`src/hw/rtl/sst_pkg.sv`:
```
// shared types and constants for the sorted session table
package sst_pkg;

  localparam int TABLE_CAPACITY = 256;
  localparam int MAX_PER_USER   = 8;
  localparam int CNT_W          = $clog2(TABLE_CAPACITY + 1);
  localparam int LIST_W         = $clog2(MAX_PER_USER + 1);

  localparam logic [1:0] REQ_ADD    = 2'd0;
  localparam logic [1:0] REQ_REMOVE = 2'd1;
  localparam logic [1:0] REQ_LIST   = 2'd2;
  localparam logic [1:0] REQ_FLUSH  = 2'd3;

  localparam logic [1:0] ST_OK        = 2'd0;
  localparam logic [1:0] ST_FULL      = 2'd1;
  localparam logic [1:0] ST_USER_MAX  = 2'd2;
  localparam logic [1:0] ST_NOT_FOUND = 2'd3;

  typedef struct packed {
    logic [1:0]  req_type;
    logic [31:0] user_id;
    logic [31:0] peer_ip;
    logic [31:0] account_num;
    logic [63:0] secret_hi;
    logic [63:0] secret_lo;
  } req_t;

  typedef struct packed {
    logic [1:0]  status;
    logic [31:0] out_user_id;
    logic [31:0] out_peer_ip;
    logic [31:0] out_account;
    logic [63:0] out_secret_hi;
    logic [63:0] out_secret_lo;
    logic [31:0] out_sequence;
    logic        last;
  } rsp_t;

  typedef struct packed {
    logic [63:0] key;
    logic [31:0] account;
    logic [63:0] secret_hi;
    logic [63:0] secret_lo;
    logic [31:0] sequence_num;
  } entry_t;

  typedef enum logic [2:0] {
    PH_IDLE,
    PH_CMP,
    PH_INS,
    PH_DEL,
    PH_UPD,
    PH_LSTART,
    PH_LSTEP
  } phase_t;

  typedef enum logic [2:0] {
    S_IDLE,
    S_CMP,
    S_DEC,
    S_RESP,
    S_LIST
  } state_t;

endpackage

```
`src/hw/rtl/sst_cell.sv`:
```
// one table slot: holds an entry, compares it and shifts with its neighbors
module sst_cell
  import sst_pkg::*;
(
  input  logic   clk,
  input  logic   rst,
  input  phase_t phase,
  input  req_t   cmd,
  input  logic   vld,
  input  entry_t left_ent,
  input  entry_t right_ent,
  input  logic   lt_left,
  input  logic   um_left,
  input  logic   tok_left,
  output entry_t ent,
  output logic   lt,
  output logic   eq,
  output logic   um,
  output logic   tok
);

  logic [63:0] cmd_key;
  entry_t      new_ent;

  assign cmd_key = {cmd.user_id, cmd.peer_ip};

  always_comb begin
    new_ent.key          = cmd_key;
    new_ent.account      = cmd.account_num;
    new_ent.secret_hi    = cmd.secret_hi;
    new_ent.secret_lo    = cmd.secret_lo;
    new_ent.sequence_num = '0;
  end

  // entry payload
  always_ff @(posedge clk) begin
    case (phase)
      PH_INS: begin
        if (!lt) begin
          ent <= lt_left ? new_ent : left_ent;
        end
      end
      PH_DEL: begin
        if (!lt) begin
          ent <= right_ent;
        end
      end
      PH_UPD: begin
        if (eq) begin
          ent.account      <= cmd.account_num;
          ent.secret_hi    <= cmd.secret_hi;
          ent.secret_lo    <= cmd.secret_lo;
          ent.sequence_num <= '0;
        end
      end
      PH_LSTEP: begin
        if (tok) begin
          ent.sequence_num <= ent.sequence_num + 32'd1;
        end
      end
      default: begin
      end
    endcase
  end

  // compare flags
  always_ff @(posedge clk) begin
    if (phase == PH_CMP) begin
      lt <= vld && (ent.key < cmd_key);
      eq <= vld && (ent.key == cmd_key);
      um <= vld && (ent.key[63:32] == cmd.user_id);
    end
  end

  // list token walks right one cell per emitted result
  always_ff @(posedge clk) begin
    if (rst) begin
      tok <= 1'b0;
    end else if (phase == PH_LSTART) begin
      tok <= um && !um_left;
    end else if (phase == PH_LSTEP) begin
      tok <= tok_left;
    end
  end

endmodule

```
`config.mk`:
```
export PLATFORM = sky130hd
export DESIGN_NAME = sst_cell
export DESIGN_NICKNAME = d
export VERILOG_FILES = /design/src/hw/rtl/sst_pkg.sv /design/src/hw/rtl/sst_cell.sv
export SDC_FILE = /design/constraint.sdc
export NUM_CORES = 1
export LEC_CHECK = 0
export BUFFER_PORTS_ARGS = -buffer_cell sky130_fd_sc_hd__buf_4
export CAP_MARGIN = 20
export CELL_PAD_IN_SITES_DETAIL_PLACEMENT = 0
export CELL_PAD_IN_SITES_GLOBAL_PLACEMENT = 2
export CORE_AREA = 2 2 389 391
export CTS_CLUSTER_SIZE = 12
export DETAILED_ROUTE_END_ITERATION = 6
export DIE_AREA = 0 0 391 393
export PLACE_DENSITY = 0.5
export SETUP_SLACK_MARGIN = 0.15
export SLEW_MARGIN = 20
export SYNTH_ARGS = -nofsm -noshare
export SYNTH_HDL_FRONTEND = slang
export SYNTH_SLANG_ARGS = --single-unit
```
`constraint.sdc`:
```
create_clock -name clk -period 16.8 [get_ports clk]
set_input_delay 0.84 -clock clk [delete_from_list [all_inputs] [get_ports clk]]
set_output_delay 0.84 -clock clk [all_outputs]
set_load 0.03 [all_outputs]
```
[Yosys cells after proc, flatten, opt, wreduce, memory -nomap -nowiden]
Cells that the tools add are included.
Word-level totals
  register bits after elaboration: 260
  bits in latches: 0
  RAM bits: 0
  ROM bits: 0
  output and inout bits: 260
  logic and storage cells: 45
  memories kept: 0
Operators by class
  add/sub/neg operators: 1
  $mul: 0
  div/mod/pow operators: 0
  $lt $le $gt $ge: 1
  equality and inequality tests: 12
  shift-type cells: 0
  multiplexer cells: 10
  bitwise gates (word level): 0
  reduce and logical (&&, ||, !) cells: 12
Operators with widths (count)
  $mux W256: 3
  $pmux W160 S3: 1
  $mux W192: 1
  $pmux W32 S4: 1
  $pmux W64 S2: 1
  $eq A64 B64 Y1: 1
  $lt A64 B64 Y1: 1
  $add A32 B1 Y32 const B: 1
  $eq A32 B32 Y1: 1
  $mux W32: 1
  $eq A3 B3 Y1 const B: 3
  $ne A2 B2 Y1 const B: 4
  $eq A3 B2 Y1 const B: 2
  $reduce_and A5 Y1: 1
  $logic_and A1 B1 Y1: 4
  $reduce_and A4 Y1: 1
  $reduce_bool A2 Y1: 2
  $reduce_bool A4 Y1: 1
  $eq A3 B1 Y1 const B: 1
  $reduce_and A3 Y1: 1
  $reduce_bool A3 Y1: 1
  $mux W1: 2
  $logic_not A1 Y1: 1

[Logic depth before layout (Yosys ltp)]
  depth in word-level cells: 3
  mapped depth: 8
  mapped depth without buffers: 8

[Least setup slack after synthesis]
No wires, ideal clock.
  path kind: input to register
  from: input port phase[1]
  to: register ent[100] (netlist name) (enable)
  setup time: 0.518 ns
  arrival time: 9.124 ns
  required time: 16.282 ns
  slack: 7.157 ns
  stages on the path: 3
  buffers on the path: 1
  path through: buf_2 nor3b_1 a21o_1
On the way
  word-level cells in the longest chain between the ends: 3
Ends and longest elaborated chain
  from (decl): RTL line sst_cell.sv:7  | input phase_t phase,
  $eq A3 B3 Y1 or $eq A3 B2 Y1 (tied branches): RTL line sst_cell.sv:37  | case (phase)
  $ne A2 B2 Y1 (no source line) or $reduce_bool A3 Y1 (tied branches)
  $reduce_and A4 Y1 (no source line) (*)
  to (signal assigned): RTL line sst_cell.sv:40  | ent <= lt_left ? new_ent : left_ent;
  to (signal assigned): RTL line sst_cell.sv:45  | ent <= right_ent;
  to (decl): RTL line sst_cell.sv:15  | output entry_t ent,
Every way passes the cells marked *; elsewhere a longest branch is shown, timed or not.
A chain may end at the register's enable or synchronous reset.

[Worst setup path in the final report]
  from: register lt
  to: register ent[114] (netlist name) (enable)
On the way
  word-level cells in the longest chain between the ends: 2
Ends and longest elaborated chain
  from (decl): RTL line sst_cell.sv:16  | output logic lt,
  from (signal assigned): RTL line sst_cell.sv:69  | lt <= vld && (ent.key < cmd_key);
  $ne A2 B2 Y1 (no source line)
  $reduce_and A4 Y1 (no source line) (*)
Marked as above.

==> out/metrics.yaml <==
outcome: "complete, but fails checks"
violations: "design-rule violations"
netlist_top_cells_count: "259 x edfxtp_1, 226 x inv_1, 161 x a222oi_1"
max-cap-violations: 0
critical_path_buf_inv_count: 2
ctsHoldBuffers: 0
syn-cell-area_um2: 14400
h-tree-depth: 2
max_slew_margin: 0.330
ys_ff_latch: 260
cp-startpoint: "lt"
syn-num-nets: 2077
synth_edf_count: 259
hold_start: "rst"
fmax_mhz: 252
firstDrtPassIters: 7
synthArstFlopShare: 0
ctsResizeCount: 0
vias: 15600
drc_errors: 27
numCtsBuffers: 40
fin_skew_ps: 52.9
overflow: 0
grt_pass1_wl_mm: 157
path_clk_slew_ps: 60
synth_area_leaders: "edfxtp_1 54%, a222oi_1 11%, inv_1 5.9%, ha_1 5.6%, mux2i_1 4.7%"
crit_family: "buffers and inverters"
start_kind: "register"
die_height_um: 393
first_global_vias: 15400
setup_slack_ps: 12830
drt-initial-drc-count: 1686
critPathArrivalTime_ps: 4220
syn_inst: 1265
synth_top_area_cell: "edfxtp_1"
syn_avg_cell_area_um2: 11.4
r2r_cells: 4
holdPathStages: 2
min_period_ps: 3970
crit_path_max_fanout: 63
synth_ff_type: "edfxtp_1"
io_buffers: 1004
dp_slack_ps: 12130
synth_warnings: 0
reg2reg_to: "ent[114]"
antenna_found_initial: 131
yosysUniqueCellTypes: 43
timing.critical_path.mode_cell: "buf_4"
cp-end-kind: "register"
rsz0062_at_grt: "false"
critPathKind: "reg2reg"
cts_tree: "yes"
final_layout_size_suffix_gt1_frac: 0.476
area_growth_pct: 76.5
slowest_delay_ps: 860
power_density_nw_per_um2: 83.7
clk_path_buf_depth: 3
synth.most_common_cell: "edfxtp_1"
peakVddDrop_mv: 0.0576
yosysTopAreaCellShare: 0.540
drt-vias-per-instance: 3.70
maxSlewViolCount: 0
rows: 142
cp.required_ps: 17050
post-route-period-util: 0.236
postRouteAntennaNets: 0
finalHoldViolCount: 0
synth_seq_area_share: 0.542
cts_root_buf: "clkbuf_16"
dp_hpwl_mm: 106
cpMaxStageDelayCell: "buf_4"
setup_violations: 0
reg2reg_slack_ps: 12830
core_um2: 149000
path_cells: "nor3b_2 -> a21o_4 -> buf_4 -> buf_4"
initial_utilization: 0.0965
post_drt_wl_per_cell_um: 29.9
grt_max_degree: 72
postCtsSetupBuffers: 0
clock_latency_ps: 630
fin_nets: 3054
tns_ps: 0
ios: 1007
wl_mm: 126
cts_sinks: 260
holdPathEnd: "tok"
grt_usage: 0.156
p_leak_uw: 0.0112
die_w_um: 391
globalplace.congestion: 0.836
dieArea_um2: 154000
r2r-start: "lt"
hold_class: "in2reg"
worst_slew_pin_slew_ps: 996
-- report_power, final --
part,switching [µW],total [µW],internal (µW)
logic,261,473,212
clock network,379,867,488
registers,19.5,786,766
total,659,2130,1470
-- cells in the final DEF, fill, tap and decap left out, types with 21 or more instances in the layout --
master,count
a22oi_1,26
ha_1,65
mux2i_1,67
nand2_1,96
inv_1,226
buf_4,1022
a222oi_1,161
o21ai_0,100
clkbuf_16,40
edfxtp_1,259
a21oi_1,30
nor2_1,21
-- metrics by stage --
stage | total power [µW] | hold slack [ps] | cells | area (µm²) | util
after floorplan | 998 | 642 | 1265 | 14400 | -
after global placement | 1280 | 578 | 4144 | 24100 | 0.161
after detailed placement | 1280 | 569 | 4144 | 24100 | 0.161
after CTS | 2180 | 352 | 4217 | 25400 | 0.170
after global routing | 2220 | 371 | 4218 | 25400 | 0.170
final | 2130 | 417 | 4229 | 25400 | 0.170
-- worst max-delay path by stage --
stage                     slack [ps]  cells after the start       end
after floorplan                 7160                      3  ent[100]
after global placement         12140                      5   ent[79]
after detailed placement       12130                      5  ent[114]
after CTS                      12610                      4  ent[114]
after global routing           12480                      4  ent[114]
final                          12830                      4  ent[114]
-- sequential cells by signal, indices dropped and copies added (netlist names) --
signal and count:
ent 256, eq 1, lt 1, tok 1
um 1
-- final cells by class --
type,count,area [µm²]
sequential,260,7800
antenna,12,30.0
timing repair buffer,1022,7670
inverter,226,848
fill,16900,124000
clock buffer,48,1030
clock inverter,25,254
multi-input combinational,692,5340
tap,1944,2430
-- per-layer routing --
layer / track usage / share of wire / routed length [µm]
met5: 0 / 0.0034 / 427
met4: 0.0269 / 0.022 / 2830
met3: 0.0731 / 0.12 / 14700
met2: 0.271 / 0.49 / 62100
met1: 0.174 / 0.37 / 46200
-- cells by family after synthesis --
| logic type | share of synthesized area |
|---|---|
| compound gates | 0.184 |
| xor+xnor | 0.0170 |
| fa+ha+maj | 0.0565 |
| buf+inv | 0.0908 |
| flops | 0.542 |
| mux | 0.0466 |
| simple gates | 0.0632 |
(Power assumes the default switching activity.)
